==> config.mk <==
export PLATFORM = sky130hd
export DESIGN_NAME = lsb_stego_payload_extractor_unit
export DESIGN_NICKNAME = d
export VERILOG_FILES = /design/src/rtl/lsbspe_pkg.sv /design/src/rtl/lsbspe_parser.sv /design/src/rtl/lsbspe_out_stage.sv /design/src/rtl/lsb_stego_payload_extractor_unit.sv
export VERILOG_INCLUDE_DIRS = /design/src /design/src/rtl
export SDC_FILE = /design/constraint.sdc
export NUM_CORES = 1
export LEC_CHECK = 0
export CAP_MARGIN = 5
export CORE_ASPECT_RATIO = 1.2
export CORE_MARGIN = 4
export CORE_UTILIZATION = 63
export CTS_CLUSTER_SIZE = 16
export DETAILED_ROUTE_END_ITERATION = 7
export DONT_BUFFER_PORTS = 1
export PLACE_DENSITY_LB_ADDON = 0.05
export SLEW_MARGIN = 0
export SYNTH_ARGS = -nofsm -noshare
export SYNTH_HDL_FRONTEND = slang
export SYNTH_SLANG_ARGS = --single-unit
==> constraint.sdc <==
create_clock -name aclk -period 7.9 [get_ports aclk]
set_input_delay 0.395 -clock aclk [delete_from_list [all_inputs] [get_ports aclk]]
set_output_delay 0.395 -clock aclk [all_outputs]
set_load 0.05 [all_outputs]
==> src/rtl/lsb_stego_payload_extractor_unit_macros.svh <==
// Assertion macros for the LSB stego payload extractor.
// Used by the RTL files that carry concurrent checks; no other dependencies.
`ifndef LSB_STEGO_PAYLOAD_EXTRACTOR_UNIT_MACROS_SVH
`define LSB_STEGO_PAYLOAD_EXTRACTOR_UNIT_MACROS_SVH

// Same-cycle implication, disabled while reset is asserted.
`define LSBSPE_ASSERT_SAME(label, clk, rstn, ante, cons, msg) \
    label: assert property (@(posedge clk) disable iff (!rstn) (ante) |-> (cons)) \
        else $error(msg);

// Next-cycle implication, disabled while reset is asserted.
`define LSBSPE_ASSERT_NEXT(label, clk, rstn, ante, cons, msg) \
    label: assert property (@(posedge clk) disable iff (!rstn) (ante) |=> (cons)) \
        else $error(msg);

`endif

==> src/rtl/lsbspe_pkg.sv <==
// Shared constants and types for the LSB stego payload extractor.
// No dependencies; imported by every module of the block.
package lsbspe_pkg;

    // Parse phases.
    localparam logic [2:0] PH_HEADER = 3'd0;
    localparam logic [2:0] PH_MAGIC1 = 3'd1;
    localparam logic [2:0] PH_MAGIC2 = 3'd2;
    localparam logic [2:0] PH_EXTLEN = 3'd3;
    localparam logic [2:0] PH_EXTCHR = 3'd4;
    localparam logic [2:0] PH_PAYLEN = 3'd5;
    localparam logic [2:0] PH_PAYBYT = 3'd6;
    localparam logic [2:0] PH_IDLE   = 3'd7;

    // Result kinds.
    localparam logic [2:0] KIND_MISMATCH = 3'd0;
    localparam logic [2:0] KIND_EXT_LEN  = 3'd1;
    localparam logic [2:0] KIND_EXT_CHR  = 3'd2;
    localparam logic [2:0] KIND_PAY_LEN  = 3'd3;
    localparam logic [2:0] KIND_PAY_BYTE = 3'd4;

    // Configuration register indexes.
    localparam logic [1:0] CFG_MAGIC_FIRST  = 2'd0;
    localparam logic [1:0] CFG_MAGIC_SECOND = 2'd1;
    localparam logic [1:0] CFG_HEADER_BYTES = 2'd2;

    // Configuration reset values.
    localparam logic [7:0] MAGIC_FIRST_RST  = 8'd35;
    localparam logic [7:0] MAGIC_SECOND_RST = 8'd42;
    localparam logic [7:0] HEADER_BYTES_RST = 8'd54;

    // Bit positions that close an 8-bit and a 32-bit element.
    localparam logic [4:0] LAST_BIT_CHAR = 5'd7;
    localparam logic [4:0] LAST_BIT_LEN  = 5'd31;

    typedef struct packed {
        logic [7:0] magic_first;
        logic [7:0] magic_second;
        logic [7:0] header_bytes;
    } lsbspe_cfg_t;

    typedef struct packed {
        logic [2:0]  kind;
        logic [31:0] value;
        logic        last;
    } lsbspe_res_t;

endpackage

==> src/rtl/lsbspe_parser.sv <==
// Frame parser: header skip, bit collection and element decoding for one byte.
// Depends on lsbspe_pkg and the block's assertion macro header.
`include "lsb_stego_payload_extractor_unit_macros.svh"

module lsbspe_parser
    import lsbspe_pkg::*;
(
    input  logic        aclk,
    input  logic        aresetn,
    input  lsbspe_cfg_t cfg,
    input  logic        step,
    input  logic        bit_in,
    input  logic        frame_start,
    output logic        res_valid,
    output lsbspe_res_t res
);

    logic [2:0]  phase_reg, phase_next;
    logic [7:0]  header_count_reg, header_count_next;
    logic [31:0] bit_shift_reg, bit_shift_next;
    logic [4:0]  bit_count_reg, bit_count_next;
    logic [31:0] element_count_reg, element_count_next;
    logic [31:0] ext_len_reg, ext_len_next;
    logic [31:0] pay_len_reg, pay_len_next;
    logic [7:0]  first_magic_reg, first_magic_next;

    // Parse logic for one word: restart, header skip, then shift one bit in.
    always_comb begin
        logic [2:0]  ph;
        logic [7:0]  hc;
        logic [31:0] sh;
        logic [4:0]  bc;
        logic [31:0] ec;
        logic [31:0] el;
        logic [31:0] pl;
        logic [7:0]  fm;
        logic [31:0] shifted;
        logic [31:0] len_word;
        logic [31:0] ec_inc;
        logic        need32;
        logic        done;

        ph = frame_start ? PH_HEADER : phase_reg;
        hc = frame_start ? 8'd0 : header_count_reg;
        sh = frame_start ? 32'd0 : bit_shift_reg;
        bc = frame_start ? 5'd0 : bit_count_reg;
        ec = frame_start ? 32'd0 : element_count_reg;
        el = frame_start ? 32'd0 : ext_len_reg;
        pl = frame_start ? 32'd0 : pay_len_reg;
        fm = frame_start ? 8'd0 : first_magic_reg;

        res_valid = 1'b0;
        res.kind  = KIND_MISMATCH;
        res.value = 32'd0;
        res.last  = 1'b0;

        phase_next         = ph;
        header_count_next  = hc;
        bit_shift_next     = sh;
        bit_count_next     = bc;
        element_count_next = ec;
        ext_len_next       = el;
        pay_len_next       = pl;
        first_magic_next   = fm;

        shifted  = 32'd0;
        len_word = 32'd0;
        ec_inc   = ec + 32'd1;
        need32   = 1'b0;
        done     = 1'b0;

        if (ph == PH_HEADER && hc < cfg.header_bytes) begin
            // Still inside the image header: count the byte and drop it.
            header_count_next = hc + 8'd1;
        end else if (ph != PH_IDLE) begin
            // Header done on this byte: its bit is the first hidden bit.
            if (ph == PH_HEADER) begin
                ph = PH_MAGIC1;
                sh = 32'd0;
                bc = 5'd0;
            end
            need32   = ph inside {PH_EXTLEN, PH_PAYLEN};
            shifted  = {sh[30:0], bit_in};
            done     = need32 ? (bc == LAST_BIT_LEN) : (bc == LAST_BIT_CHAR);
            len_word = shifted[31] ? 32'd0 : shifted;

            phase_next     = ph;
            bit_shift_next = shifted;
            bit_count_next = bc + 5'd1;

            if (done) begin
                bit_shift_next = 32'd0;
                bit_count_next = 5'd0;
                case (ph)
                    PH_MAGIC1: begin
                        first_magic_next = shifted[7:0];
                        phase_next       = PH_MAGIC2;
                    end
                    PH_MAGIC2: begin
                        if (fm != cfg.magic_first || shifted[7:0] != cfg.magic_second) begin
                            phase_next = PH_IDLE;
                            res_valid  = 1'b1;
                            res.kind   = KIND_MISMATCH;
                        end else begin
                            phase_next = PH_EXTLEN;
                        end
                    end
                    PH_EXTLEN: begin
                        ext_len_next       = len_word;
                        element_count_next = 32'd0;
                        phase_next         = (len_word == 32'd0) ? PH_PAYLEN : PH_EXTCHR;
                        res_valid          = 1'b1;
                        res.kind           = KIND_EXT_LEN;
                        res.value          = len_word;
                    end
                    PH_EXTCHR: begin
                        res_valid = 1'b1;
                        res.kind  = KIND_EXT_CHR;
                        res.value = {24'd0, shifted[7:0]};
                        res.last  = (ec_inc >= el);
                        if (res.last) begin
                            phase_next         = PH_PAYLEN;
                            element_count_next = 32'd0;
                        end else begin
                            element_count_next = ec_inc;
                        end
                    end
                    PH_PAYLEN: begin
                        pay_len_next       = len_word;
                        element_count_next = 32'd0;
                        phase_next         = (len_word == 32'd0) ? PH_IDLE : PH_PAYBYT;
                        res_valid          = 1'b1;
                        res.kind           = KIND_PAY_LEN;
                        res.value          = len_word;
                        res.last           = (len_word == 32'd0);
                    end
                    PH_PAYBYT: begin
                        element_count_next = ec_inc;
                        res_valid          = 1'b1;
                        res.kind           = KIND_PAY_BYTE;
                        res.value          = {24'd0, shifted[7:0]};
                        res.last           = (ec_inc >= pl);
                        if (res.last) begin
                            phase_next = PH_IDLE;
                        end
                    end
                    default: begin
                        phase_next = PH_IDLE;
                    end
                endcase
            end
        end
    end

    // Parser state advances only when a word is consumed.
    always_ff @(posedge aclk) begin
        if (!aresetn) begin
            phase_reg         <= PH_HEADER;
            header_count_reg  <= 8'd0;
            bit_shift_reg     <= 32'd0;
            bit_count_reg     <= 5'd0;
            element_count_reg <= 32'd0;
            ext_len_reg       <= 32'd0;
            pay_len_reg       <= 32'd0;
            first_magic_reg   <= 8'd0;
        end else if (step) begin
            phase_reg         <= phase_next;
            header_count_reg  <= header_count_next;
            bit_shift_reg     <= bit_shift_next;
            bit_count_reg     <= bit_count_next;
            element_count_reg <= element_count_next;
            ext_len_reg       <= ext_len_next;
            pay_len_reg       <= pay_len_next;
            first_magic_reg   <= first_magic_next;
        end
    end

    // A mismatch always parks the parser until the next frame start.
    `LSBSPE_ASSERT_NEXT(a_mismatch_idles, aclk, aresetn,
        step && res_valid && res.kind == KIND_MISMATCH, phase_reg == PH_IDLE,
        "parser did not go idle after a magic mismatch")
    // A closing result leads either to the payload length or to idle.
    `LSBSPE_ASSERT_NEXT(a_last_closes, aclk, aresetn, step && res_valid && res.last,
        phase_reg == PH_IDLE || phase_reg == PH_PAYLEN,
        "unexpected phase after a closing result")
    // No hidden bits are collected while the header is being skipped.
    `LSBSPE_ASSERT_SAME(a_header_no_bits, aclk, aresetn, phase_reg == PH_HEADER,
        bit_count_reg == 5'd0,
        "bit counter moved during header skip")

endmodule

==> src/rtl/lsbspe_out_stage.sv <==
// Result register for the master-side stream with its valid flag.
// Depends on lsbspe_pkg.
module lsbspe_out_stage
    import lsbspe_pkg::*;
(
    input  logic        aclk,
    input  logic        aresetn,
    input  logic        load,
    input  lsbspe_res_t res,
    input  logic        m_tready,
    output logic        can_load,
    output logic        m_tvalid,
    output logic [31:0] m_tdata,
    output logic [2:0]  m_tuser,
    output logic        m_tlast
);

    logic        valid_reg, valid_next;
    lsbspe_res_t res_reg;

    // The register can take a new word when empty or being drained.
    assign can_load   = !valid_reg || m_tready;
    assign valid_next = can_load ? load : valid_reg;

    always_ff @(posedge aclk) begin
        if (!aresetn) begin
            valid_reg <= 1'b0;
        end else begin
            valid_reg <= valid_next;
        end
    end

    // Payload holds while a word waits to be taken.
    always_ff @(posedge aclk) begin
        if (can_load && load) begin
            res_reg <= res;
        end
    end

    assign m_tvalid = valid_reg;
    assign m_tdata  = res_reg.value;
    assign m_tuser  = res_reg.kind;
    assign m_tlast  = res_reg.last;

endmodule

==> src/rtl/lsb_stego_payload_extractor_unit.sv <==
// Top level of the LSB stego payload extractor: ports, configuration, input register.
// Depends on lsbspe_pkg, lsbspe_parser and lsbspe_out_stage.
//
// Accepts one image byte per clock while not stalled and delivers at most one result
// word per byte, in order. A byte passes an input register, the single-pass parse
// logic and a result register, in that order. The sustained rate is one byte per
// cycle, set by the parser consuming one word from the input register each cycle
// while the result register is empty or drained. Back-pressure on the master side
// stalls the input side. No clearing pass is needed after reset. The user must write
// the configuration registers only while idle; the block itself does not enforce it.
module lsb_stego_payload_extractor_unit
    import lsbspe_pkg::*;
(
    input  logic        aclk,
    input  logic        aresetn,
    // Configuration write port.
    input  logic        cfg_wr_en,
    input  logic [1:0]  cfg_addr,
    input  logic [7:0]  cfg_wdata,
    // Slave side: image bytes.
    input  logic        s_tvalid,
    output logic        s_tready,
    input  logic [7:0]  s_tdata,   // [7:0] image_byte
    input  logic        s_tuser,   // [0] frame_start
    // Master side: decoded results.
    output logic        m_tvalid,
    input  logic        m_tready,
    output logic [31:0] m_tdata,   // [31:0] out_value
    output logic [2:0]  m_tuser,   // [2:0] out_kind
    output logic        m_tlast    // is_last
);

    lsbspe_cfg_t cfg_reg;
    logic        in_valid_reg, in_valid_next;
    logic        in_bit_reg;
    logic        in_start_reg;
    logic        can_load;
    logic        step;
    logic        res_valid;
    lsbspe_res_t res;

    // Configuration registers.
    always_ff @(posedge aclk) begin
        if (!aresetn) begin
            cfg_reg.magic_first  <= MAGIC_FIRST_RST;
            cfg_reg.magic_second <= MAGIC_SECOND_RST;
            cfg_reg.header_bytes <= HEADER_BYTES_RST;
        end else if (cfg_wr_en) begin
            case (cfg_addr)
                CFG_MAGIC_FIRST:  cfg_reg.magic_first  <= cfg_wdata;
                CFG_MAGIC_SECOND: cfg_reg.magic_second <= cfg_wdata;
                CFG_HEADER_BYTES: cfg_reg.header_bytes <= cfg_wdata;
                default: ;
            endcase
        end
    end

    // Input register: the parser consumes it whenever the result side can take a word.
    assign step          = in_valid_reg && can_load;
    assign s_tready      = !in_valid_reg || can_load;
    assign in_valid_next = s_tready ? s_tvalid : in_valid_reg;

    always_ff @(posedge aclk) begin
        if (!aresetn) begin
            in_valid_reg <= 1'b0;
        end else begin
            in_valid_reg <= in_valid_next;
        end
    end

    // Only the lowest image bit and the frame start flag are kept.
    always_ff @(posedge aclk) begin
        if (s_tvalid && s_tready) begin
            in_bit_reg   <= s_tdata[0];
            in_start_reg <= s_tuser;
        end
    end

    lsbspe_parser u_parser (
        .aclk        (aclk),
        .aresetn     (aresetn),
        .cfg         (cfg_reg),
        .step        (step),
        .bit_in      (in_bit_reg),
        .frame_start (in_start_reg),
        .res_valid   (res_valid),
        .res         (res)
    );

    lsbspe_out_stage u_out_stage (
        .aclk     (aclk),
        .aresetn  (aresetn),
        .load     (step && res_valid),
        .res      (res),
        .m_tready (m_tready),
        .can_load (can_load),
        .m_tvalid (m_tvalid),
        .m_tdata  (m_tdata),
        .m_tuser  (m_tuser),
        .m_tlast  (m_tlast)
    );

endmodule

==> metrics, run 1 <==
status finished, final reports clean; adder-cell share of the synthesized area 8.04%; CTS tree done; Syn Std Cell Area between 10000 and 15000 sq um; Slowest-stage cell, CP nor3_2; Final HPWL DP just under 20000 um; critical-path maximum fanout 58; first-pass GRT wire length approximately 48000 um; crit path DAT between 6 and 7 ns; Worst-Margin Slew around 1.1 ns; grt ovf 0; Worst EP required 8.36 ns; mux contribution to synthesized area 1.83%; Worst-path clk slew ~0.060 ns; FF+latch count, synth 214; die width 131 um; Seq pwr share between 40% and 50%; Post-Syn Instances 1312; CP peak stage delay approximately 0.65 ns; IO buf count 0; syn avg cell area roughly 8.8 sq um; worst hold-check path type input pin to flop; slew margin rel. 25.5%; final period demand of the worst path ~6.3 ns; Worst Hold Depth 2; hold endpoint cfg_reg[19]$_SDFFE_PN0P_; top-area cell type share of the netlist area 30.8%; Worst Hold Launch cfg_wdata[3]; Pwr Density about 180 nW/um^2; combinational power share roughly 4.5%; Avg WL per Cell between 15 and 20 um; Clock power frac between 40% and 50%; final design utilization 69.5%; endpoints failing setup 0; largest cells by area after synthesis dfxtp_1 31%, edfxtp_1 9.6%, ha_1 8.0%; Max-Cap Viols 0; core area about 18000 sq um; Clock Sinks between 200 and 250; vias approximately 9800; Psw just over 0.0005 W; Hold Slack 0.0113 ns; period utilisation layout approximately four fifths; I/O pin total 62; Sw Share 22.9%; Hold Buf Count CTS 8; Post-synth EDFFs 37; Post-CTS Setup Repair Bufs 0; CP endpoint kind flop; Clock Latency Late Sink roughly 0.53 ns; vias in the first global route between 9000 and 10000; Crit path buffers/inverters 2; number of buffers created by CTS 23; DRC 0; Worst R2R Setup Slack between 1.5 and 2 ns; r2r startpoint in_start_reg$_DFFE_PP_; Die Footprint ~20000 sq um; Synth Area in Simple Gates around 24%; DRT iter0 DRCs 701; Clock Skew ~0.027 ns; root buf cell clkbuf_16; Fin. Hold Viols 0; Mapped Nets approximately 1400; Row Count 53; Ys Warns 0; delay-heaviest family, CP simple AND/OR/NAND/NOR gates; aggregate routed wire length 29400 um; DR vias/cell between 6 and 7; register area share after synthesis about two fifths; Peak Freq roughly 0.16 GHz; Leak roughly 4.7 nW; Synth Flop Type dfxtp_1; Power, Total approximately 0.0023 W; Initial DRT Pass Iterations 5; H-tree levels 1; Detail Route Antenna Nets 0; Setup TNS Final 0 ns; VDD IR max around 0.19 mV; CTS resizes 0; worst reg2reg path endpoint u_parser.element_count_reg[19]$_SDFFE_PN0P_; Reg2Reg Depth 17; antenna violations before repair 0; asr flop ratio synth 0%; GP Congestion slightly below 0.9; post-synthesis cell type count 66; buffer levels on the longest clock path 3; largest family of logic cells by synthesized area simple AND/OR/NAND/NOR gates; fin cells between 1000 and 1500; kind of critical path flop to flop; chip height 156 um; fraction of layout cells with a size suffix above 1 4.85%; ant diodes 0; nets 1360; critical path cell sequence buf_4 -> nand3b_1 -> or4_1 -> nor4_2 -> nand2_1 -> or3_1 -> a21oi_1 -> ha_1 -> a21o_1 -> a21o_1 -> a2111oi_0 -> o21ai_0 -> a311oi_2 -> a32oi_2 -> nor3_2 -> buf_4 -> a22o_1; internal power 0.00174 W; XOR/XNOR Fraction of Synth Area under 10%; Global Route Usage Sum roughly 28%; pin count of the biggest net entering global routing just under 90; Setup crit start kind flop; placed cell count between 1000 and 1500; unrepaired setup endpoints after global routing false; leading area contributor after synthesis dfxtp_1; Max Slew Vio Count 0; Area Growth Syn to Fin 7.24%; Synth Area in Compound Gates between 10% and 20%; initial core utilization between 60% and 70%
==> logic make-up (layout without fill, tap and decap cells) <==
| group | count (synthesis) | after routing |
|---|---|---|
| other cells | 1 | 1 |
| xor+xnor | 37 | 37 |
| mux | 21 | 21 |
| compound gates | 301 | 301 |
| simple gates | 552 | 552 |
| buf+inv | 112 | 79 |
| fa+ha+maj | 74 | 74 |
| flops | 214 | 214 |
==> stage by stage <==
step	worst slack [ns]	area, sq um
2_1_floorplan	2.38	11500
3_3_place_gp	1.98	11600
3_5_place_dp	1.80	11600
4_1_cts	1.78	12300
5_1_grt	1.25	12300
6_report	1.64	12300
==> synth_stat cells (15+ instances only) <==
cell and number:
nor2_1 196, a22o_1 18, nand3_1 31, a21oi_1 46, a21o_1 15, a22oi_1 30, mux2i_1 21, o21ai_0 50
xnor2_1 23, inv_1 15, edfxtp_1 37, a32oi_1 75, nand4_1 24, nand2b_1 72, clkbuf_1 84, nand2_1 90
ha_1 74, dfxtp_1 177, and3_1 36, nor2b_1 24
==> power by group through the flow <==
stage | Combinational, W | Clock (W) | Sequential, W
3_3_place_gp | 0.0000938 | 0 | 0.00114
5_1_grt | 0.000110 | 0.00110 | 0.00112
3_5_place_dp | 0.0000951 | 0 | 0.00114
6_report | 0.000101 | 0.00104 | 0.00112
4_1_cts | 0.000100 | 0.00105 | 0.00112
2_1_floorplan | 0.0000778 | 0 | 0.00114
==> worst register-to-register path: stages (launching register included) <==
cell and delay [ns]:
edfxtp_1 0.47, buf_4 0.32, nand3b_1 0.21, or4_1 0.61
nor4_2 0.46, nand2_1 0.19, or3_1 0.33, a21oi_1 0.30
ha_1 0.31, a21o_1 0.18, a21o_1 0.16, a2111oi_0 0.49
o21ai_0 0.19, a311oi_2 0.42, a32oi_2 0.43, nor3_2 0.65
buf_4 0.34, a22o_1 0.15
==> per-layer routing <==
| metal | GRT usage (%) | part of all wire [%] |
|---|---|---|
| met1 | 33.5 | 39 |
| met2 | 50.7 | 51 |
| met3 | 3.16 | 4.5 |
| met4 | 13.1 | 4.7 |
| met5 | 0 | 0 |
==> final cells by class <==
cell class                 instances  area, sq um
timing repair buffer              21          178
sequential                       214         4650
inverter                          16         62.6
clock inverter                     7         77.6
tap                              220          275
multi-input combinational        986         6460
fill                            1492         5420
clock buffer                      35          641
==> cells in the final DEF (no fill, tap or decap), drive strengths merged, types with 17 or more instances in the layout <==
cell    netlist  final
mux2i        21     21
nand2        90     90
a22oi        30     30
inv          15     17
nand2b       72     72
dfxtp       177    177
ha           74     74
nor2        196    196
clkbuf       84     35
a21oi        46     46
xnor2        23     23
nor2b        24     24
and3         36     36
o21ai        52     52
a32oi        76     76
nand3        31     31
a22o         18     18
edfxtp       37     37
nand4        24     24
==> worst max-delay path by stage <==
stage | startpoint | to | slack [ns] | cells after the start
finish | in_start_reg$_DFFE_PP_ | u_parser.element_count_reg[19]$_SDFFE_PN0P_ | 1.64 | 17
global route | in_start_reg$_DFFE_PP_ | u_parser.element_count_reg[19]$_SDFFE_PN0P_ | 1.25 | 17
CTS | in_start_reg$_DFFE_PP_ | u_parser.element_count_reg[25]$_SDFFE_PN0P_ | 1.78 | 17
detailed placement | in_start_reg$_DFFE_PP_ | u_parser.element_count_reg[16]$_SDFFE_PN0P_ | 1.80 | 17
global placement | in_start_reg$_DFFE_PP_ | u_parser.element_count_reg[16]$_SDFFE_PN0P_ | 1.98 | 17
floorplan | in_start_reg$_DFFE_PP_ | u_parser.element_count_reg[7]$_SDFFE_PN0P_ | 2.38 | 24
Power figures use the tool's default switching activity.
==> inputs of run 2 (changes only) <==
--- a/config.mk
+++ b/config.mk
@@ -9,7 +9,7 @@
 export CAP_MARGIN = 5
 export CORE_ASPECT_RATIO = 1.2
 export CORE_MARGIN = 4
-export CORE_UTILIZATION = 63
+export CORE_UTILIZATION = 58
 export CTS_CLUSTER_SIZE = 16
 export DETAILED_ROUTE_END_ITERATION = 7
 export DONT_BUFFER_PORTS = 1
==> constraint.sdc (replaced) <==
create_clock -name aclk -period 5.7 [get_ports aclk]
set_input_delay 0.285 -clock aclk [delete_from_list [all_inputs] [get_ports aclk]]
set_output_delay 0.285 -clock aclk [all_outputs]
set_load 0.05 [all_outputs]
==> run 2 against run 1 <==
  * Via count about the same
  * Clock power increased by 48%
  * Largest power group unchanged
  * Critical path type unchanged
  * Core utilization decreased by 5.0 points
==> metrics, run 2 (same netlist as run 1, synthesis figures left out) <==
initial core utilization 58.9% (was 64.8%); period utilisation layout 90.6% (was 79.3%); Clock Skew 0.0104 ns (was 0.0271 ns); number of buffers created by CTS 23 (unchanged); endpoints failing setup 0 (unchanged); DRC 0 (unchanged); IO buf count 0 (unchanged); aggregate routed wire length 30200 um (was 29400 um); VDD IR max 0.264 mV (was 0.188 mV); GP Congestion 0.885 (was 0.884); Global Route Usage Sum 27.2% (was 28.0%); first-pass GRT wire length 49400 um (was 47800 um); H-tree levels 1 (unchanged); antenna violations before repair 0 (unchanged); worst hold-check path type input pin to flop (unchanged); Row Count 56 (was 53); buffer levels on the longest clock path 3 (unchanged); die width 137 um (was 131 um); Max-Cap Viols 0 (unchanged); Worst-path clk slew 0.06 ns (about the same); Initial DRT Pass Iterations 5 (unchanged); nets 1378 (was 1360); Clock Sinks 214 (unchanged); fraction of layout cells with a size suffix above 1 6.09% (was 4.85%); dpl cell area 11700 sq um (was 11600 sq um); crit path DAT 5.60 ns (was 6.72 ns); unrepaired setup endpoints after global routing false (unchanged); pin count of the biggest net entering global routing 102 (was 88); Seq. cell area 4650 sq um (unchanged); DRT iter0 DRCs 671 (was 701); Post-CTS Setup Repair Bufs 0 (unchanged); Fin. Hold Viols 0 (unchanged); CP endpoint kind flop (unchanged); Area Growth Syn to Fin 9.54% (was 7.24%); status finished, final reports clean (unchanged); Setup TNS Final 0 ns (unchanged); Pwr Density 256 nW/um^2 (was 183 nW/um^2); most frequent cells in the layout 194 x nor2_1, 177 x dfxtp_1, 90 x nand2_1 (unchanged); I/O pin total 62 (unchanged); Setup crit start kind flop (unchanged); ant diodes 0 (unchanged); slew margin rel. 23.6% (was 25.5%); final instance area 12600 sq um (was 12300 sq um); Worst-Margin Slew 1.15 ns (was 1.12 ns); Peak Freq 0.194 GHz (was 0.160 GHz); Hold Slack 0.0548 ns (was 0.0113 ns); Max Slew Vio Count 0 (unchanged); Detail Route Antenna Nets 0 (unchanged); vias 9791 (was 9787); kind of critical path flop to flop (unchanged); chip height 162 um (was 156 um); critical-path maximum fanout 11 (was 58); CTS tree done (unchanged); Leak 4.84 nW (was 4.73 nW); core area 19500 sq um (was 17800 sq um); Die Footprint 22200 sq um (was 20500 sq um); grt ovf 0 (unchanged); final period demand of the worst path 5.17 ns (was 6.26 ns); Worst EP required 6.13 ns (was 8.36 ns); Avg WL per Cell 19.4 um (was 19.6 um); Final HPWL DP 20500 um (was 19700 um); commonest non-fill, non-tap cell in the layout nor2_1 (unchanged); vias in the first global route 9515 (was 9358); layout filler cell count 1601 (was 1492); area of the multi-input gates 6470 sq um (was 6460 sq um); Clock Latency Late Sink 0.52 ns (was 0.53 ns); DR vias/cell 6.28 (was 6.53); root buf cell clkbuf_16 (unchanged)
-- run 2: area by class of cell --
cell class / instances / area share, %
clock buffer: 29 / 4.90
timing repair buffer: 39 / 2.58
tap: 261 / 2.59
inverter: 16 / 0.496
multi-input combinational: 986 / 51.3
clock inverter: 13 / 1.26
sequential: 214 / 36.9
-- run 2: final timing paths --
| kind | startpoint | end | slack (ns) | cells after the start |
|---|---|---|---|---|
| max | in_start_reg$_DFFE_PP_ | u_parser.element_count_reg[7]$_SDFFE_PN0P_ | 0.53 | 16 |
| min | m_tready | in_valid_reg$_SDFFE_PN0N_ | 0.05 | 3 |
| max reg2reg | in_start_reg$_DFFE_PP_ | u_parser.element_count_reg[7]$_SDFFE_PN0P_ | 0.53 | 16 |
| min reg2reg | u_parser.pay_len_reg[31]$_SDFFE_PN0P_ | u_parser.pay_len_reg[31]$_SDFFE_PN0P_ | 0.45 | 2 |
-- run 2: per-stage QoR --
step                worst slack [ns]  instances  total power [W]  utilization [%]
floorplan                      0.180       1312          0.00169                -
global placement               0.649       1503          0.00172             59.9
detailed placement             0.560       1503          0.00172             59.9
CTS                            0.548       1558          0.00326             64.5
global route                 0.00630       1558          0.00334             64.5
finish                         0.534       1558          0.00324             64.5
-- run 2: report_power, final --
group	internal [W]	switching (W)	total [W]	leakage [nW]
sequential	0.00154	0.0000103	0.00155	1.85
clock	0.000911	0.000626	0.00154	0.382
combinational	0.0000456	0.000102	0.000147	2.61
total	0.00250	0.000738	0.00324	4.84
-- run 2: critical path, cell delays in order, from the launching register on --
cell and delay [ns]:
edfxtp_1 0.49, nor2b_1 0.31, ha_1 0.28, and3_1 0.32
and4_1 0.40, nand4b_1 0.26, or3_1 0.37, a21oi_1 0.15
buf_4 0.14, ha_1 0.24, a21o_1 0.16, a2111oi_0 0.36
o21ai_0 0.14, a311oi_2 0.46, a32oi_2 0.34, or3_1 0.45
o31ai_1 0.21
-- run 2: layer usage --
metal / global-route usage (%) / vias to the layer above / share of wire, %
met5: 0 / - / 0
met4: 11.2 / 0 / 4.1
met3: 2.90 / 72 / 4.1
met2: 48.8 / 273 / 51
met1: 33.0 / 4685 / 41
li1: - / 4761 / -
-- run 2: what timing repair did --
item	in CTS	in global routing
gates resized for setup	0	0
hold buffers	13	0
endpoints found under the hold margin	38	0
==> inputs of run 3 (changes only) <==
--- a/config.mk
+++ b/config.mk
@@ -17,4 +17,5 @@
 export SLEW_MARGIN = 0
 export SYNTH_ARGS = -nofsm -noshare
 export SYNTH_HDL_FRONTEND = slang
+export SYNTH_HIERARCHICAL = 1
 export SYNTH_SLANG_ARGS = --single-unit
==> run 3 against run 2 <==
  * Sequential cell count rose by 1
  * Count of clock-buffer cells in the layout rose by 3
  * Total power rose by 3.1%
  * Setup slack improved by 0.23 ns
  * Final cell count fell by 6.4%
  * Sequential share of layout area rose by 0.85 points
  * Area after synthesis fell by 3.1%
  * Clock skew fell by 0.0013 ns
  * Design area fell by 1.6%
  * Clock power rose by 7%
  * Register-to-register slack improved by 0.23 ns
  * Critical endpoint is now u_parser/element_count_reg[26]$_SDFFE_PN0P_
==> metrics, run 3 <==
vias 9050 (was 9791); die width 135 um (was 137 um); Worst Hold Launch cfg_addr[1] (was m_tready); core area 18900 sq um (was 19500 sq um); Reg2Reg Depth 18 (was 16); Global Route Usage Sum 27.0% (was 27.2%); hold endpoint cfg_reg[20]$_SDFFE_PN0P_ (was in_valid_reg$_SDFFE_PN0N_); DRT iter0 DRCs 635 (was 671); worst hold-check path type input pin to flop (unchanged); Post-CTS Setup Repair Bufs 0 (unchanged); critical-path maximum fanout 62 (was 11); adder-cell share of the synthesized area 8.75% (was 8.04%); Setup crit start kind flop (unchanged); Post-Syn Instances 1190 (was 1312); Avg WL per Cell 19.9 um (was 19.4 um); kind of critical path flop to flop (unchanged); H-tree levels 1 (unchanged); Commonest cells post-synth 177 x dfxtp_1, 148 x nand2_1, 92 x a22o_1, 78 x ha_1, 70 x nor2_1 (was 196 x nor2_1, 177 x dfxtp_1, 90 x nand2_1, 84 x clkbuf_1, 75 x a32oi_1); Ys Warns 6 (was 0); number of buffers created by CTS 24 (was 23); Leak 4.76 nW (was 4.84 nW); grt ovf 0 (unchanged); Worst Hold Depth 2 (was 3); Clock Latency Late Sink 0.52 ns (about the same); Post-synth EDFFs 38 (was 37); Row Count 55 (was 56); DR vias/cell 6.21 (was 6.28); fin cells 1458 (was 1558); CTS resizes 0 (unchanged); Worst R2R Setup Slack 0.76 ns (was 0.53 ns); largest cells by area after synthesis dfxtp_1 32%, edfxtp_1 10%, ha_1 8.7% (was dfxtp_1 31%, edfxtp_1 9.6%, ha_1 8.0%); status finished, final reports clean (unchanged); chip height 160 um (was 162 um); vias in the first global route 9050 (was 9515); DRC 0 (unchanged); Max-Cap Viols 0 (unchanged); Synth Area in Simple Gates 20.6% (was 24.1%); layout filler cell count 1549 (was 1601); unrepaired setup endpoints after global routing false (unchanged); buffer levels on the longest clock path 3 (unchanged); endpoints failing setup 0 (unchanged); most frequent cells in the layout 177 x dfxtp_1, 148 x nand2_1, 92 x a22o_1 (was 194 x nor2_1, 177 x dfxtp_1, 90 x nand2_1); largest family of logic cells by synthesized area simple AND/OR/NAND/NOR gates (unchanged); Worst-Margin Slew 1.22 ns (was 1.15 ns); leading area contributor after synthesis dfxtp_1 (unchanged); antenna violations before repair 0 (unchanged); final instance area 12400 sq um (was 12600 sq um); r2r startpoint in_start_reg$_DFFE_PP_ (unchanged); slew margin rel. 18.4% (was 23.6%); final period demand of the worst path 4.94 ns (was 5.17 ns); Detail Route Antenna Nets 0 (unchanged); Synth Area in Compound Gates 18.9% (was 18.8%); CTS tree done (unchanged); mux contribution to synthesized area 2.31% (was 1.83%); FF+latch count, synth 215 (was 214); Setup TNS Final 0 ns (unchanged); Die Footprint 21500 sq um (was 22200 sq um); Worst EP required 6.16 ns (was 6.13 ns); Mapped Nets 1292 (was 1410); top-area cell type share of the netlist area 31.8% (was 30.8%); register area share after synthesis 42.0% (was 40.4%); Pwr Density 269 nW/um^2 (was 256 nW/um^2); syn avg cell area 9.38 sq um (was 8.78 sq um); I/O pin total 62 (unchanged); root buf cell clkbuf_16 (unchanged); Worst-path clk slew 0.06 ns (about the same); Hold Buf Count CTS 19 (was 13); aggregate routed wire length 29000 um (was 30200 um); Final HPWL DP 19800 um (was 20500 um); ant diodes 0 (unchanged); post-synthesis cell type count 74 (was 66); Fin. Hold Viols 0 (unchanged); count leader, synth dfxtp_1 (was nor2_1); Syn Std Cell Area 11200 sq um (was 11500 sq um); dpl cell area 11300 sq um (was 11700 sq um); Peak Freq 0.203 GHz (was 0.194 GHz); CP endpoint kind flop (unchanged); placed cell count 1396 (was 1503); period utilisation layout 86.6% (was 90.6%); worst reg2reg path endpoint u_parser/element_count_reg[26]$_SDFFE_PN0P_ (was u_parser.element_count_reg[7]$_SDFFE_PN0P_); Area Growth Syn to Fin 11.2% (was 9.54%); Initial DRT Pass Iterations 5 (unchanged); Synth Flop Type dfxtp_1 (unchanged); Hold Slack 0.0127 ns (was 0.0548 ns); crit path DAT 5.40 ns (was 5.60 ns); fraction of layout cells with a size suffix above 1 7.40% (was 6.09%); Max Slew Vio Count 0 (unchanged); VDD IR max 0.254 mV (was 0.264 mV); IO buf count 0 (unchanged); XOR/XNOR Fraction of Synth Area 3.22% (was 2.93%); commonest non-fill, non-tap cell in the layout dfxtp_1 (was nor2_1); Clock Skew 0.00909 ns (was 0.0104 ns); pin count of the biggest net entering global routing 63 (was 102); initial core utilization 59.2% (was 58.9%); nets 1287 (was 1378); Clock Sinks 215 (was 214); first-pass GRT wire length 47300 um (was 49400 um); GP Congestion 0.879 (was 0.885); asr flop ratio synth 0% (unchanged)
-- run 3: metal layers --
metal | track usage, % | vias to the layer above | part of all wire, %
met5 | 0 | - | 0
met4 | 10.7 | 0 | 4.1
met3 | 3.12 | 67 | 4.3
met2 | 48.6 | 260 | 51
met1 | 32.7 | 4332 | 41
li1 | - | 4391 | -
-- run 3: where the power goes --
part | internal [W] | total [W] | switching, W
clock | 0.00103 | 0.00165 | 0.000620
combinational | 0.0000384 | 0.000125 | 0.0000870
sequential | 0.00155 | 0.00156 | 0.00000970
total | 0.00262 | 0.00334 | 0.000716
-- run 3: worst max-delay path by stage --
stage / start / endpoint / slack, ns / cells after the start
final: in_start_reg$_DFFE_PP_ / u_parser/element_count_reg[26]$_SDFFE_PN0P_ / 0.76 / 18
after global routing: in_start_reg$_DFFE_PP_ / u_parser/element_count_reg[26]$_SDFFE_PN0P_ / 0.46 / 18
after CTS: in_start_reg$_DFFE_PP_ / u_parser/element_count_reg[26]$_SDFFE_PN0P_ / 0.78 / 18
after detailed placement: in_start_reg$_DFFE_PP_ / u_parser/element_count_reg[26]$_SDFFE_PN0P_ / 0.81 / 18
after global placement: in_start_reg$_DFFE_PP_ / u_parser/element_count_reg[13]$_SDFFE_PN0P_ / 0.96 / 18
after floorplan: in_start_reg$_DFFE_PP_ / u_parser/element_count_reg[5]$_SDFFE_PN0P_ / 0.95 / 22
-- run 3: metrics by stage --
step                      setup WS [ns]  utilization [%]  power (W)
after CTS                         0.783             65.8    0.00337
after detailed placement          0.813             60.2    0.00170
final                             0.762             65.8    0.00334
after global routing              0.455             65.8    0.00344
after global placement            0.955             60.2    0.00170
after floorplan                   0.954                -    0.00168
-- run 3: cell type report --
class                   count  area [sq um]  area share [%]
clock inverters            11           171            1.38
flip-flops and latches    215          4680            37.7
well taps                 256           320            2.58
multi-input cells         868          6020            48.5
clock buffers              32           691            5.57
repair buffers             45           408            3.29
inverters                  31           116           0.938
-- run 3: kinds of logic (layout without fill, tap and decap cells) --
| family | count (synthesis) | count (layout) |
|---|---|---|
| xor+xnor | 41 | 41 |
| simple gates | 446 | 446 |
| other cells | 1 | 1 |
| flops | 215 | 215 |
| fa+ha+maj | 78 | 78 |
| compound gates | 278 | 278 |
| mux | 24 | 24 |
| buf+inv | 107 | 119 |
-- run 3: worst max-delay path: stages, from the launching register on --
cell	delay, ns
edfxtp_1	0.45
buf_12	0.24
nor2b_1	0.15
ha_1	0.32
nand2_1	0.08
or4_1	0.60
nor2_1	0.35
nand4_1	0.21
xor2_1	0.19
nor2_1	0.23
ha_1	0.28
nand4_1	0.11
a211oi_1	0.06
o22ai_1	0.24
nand3_1	0.12
o21ai_1	0.22
nor4b_2	0.58
buf_4	0.29
a22o_1	0.14
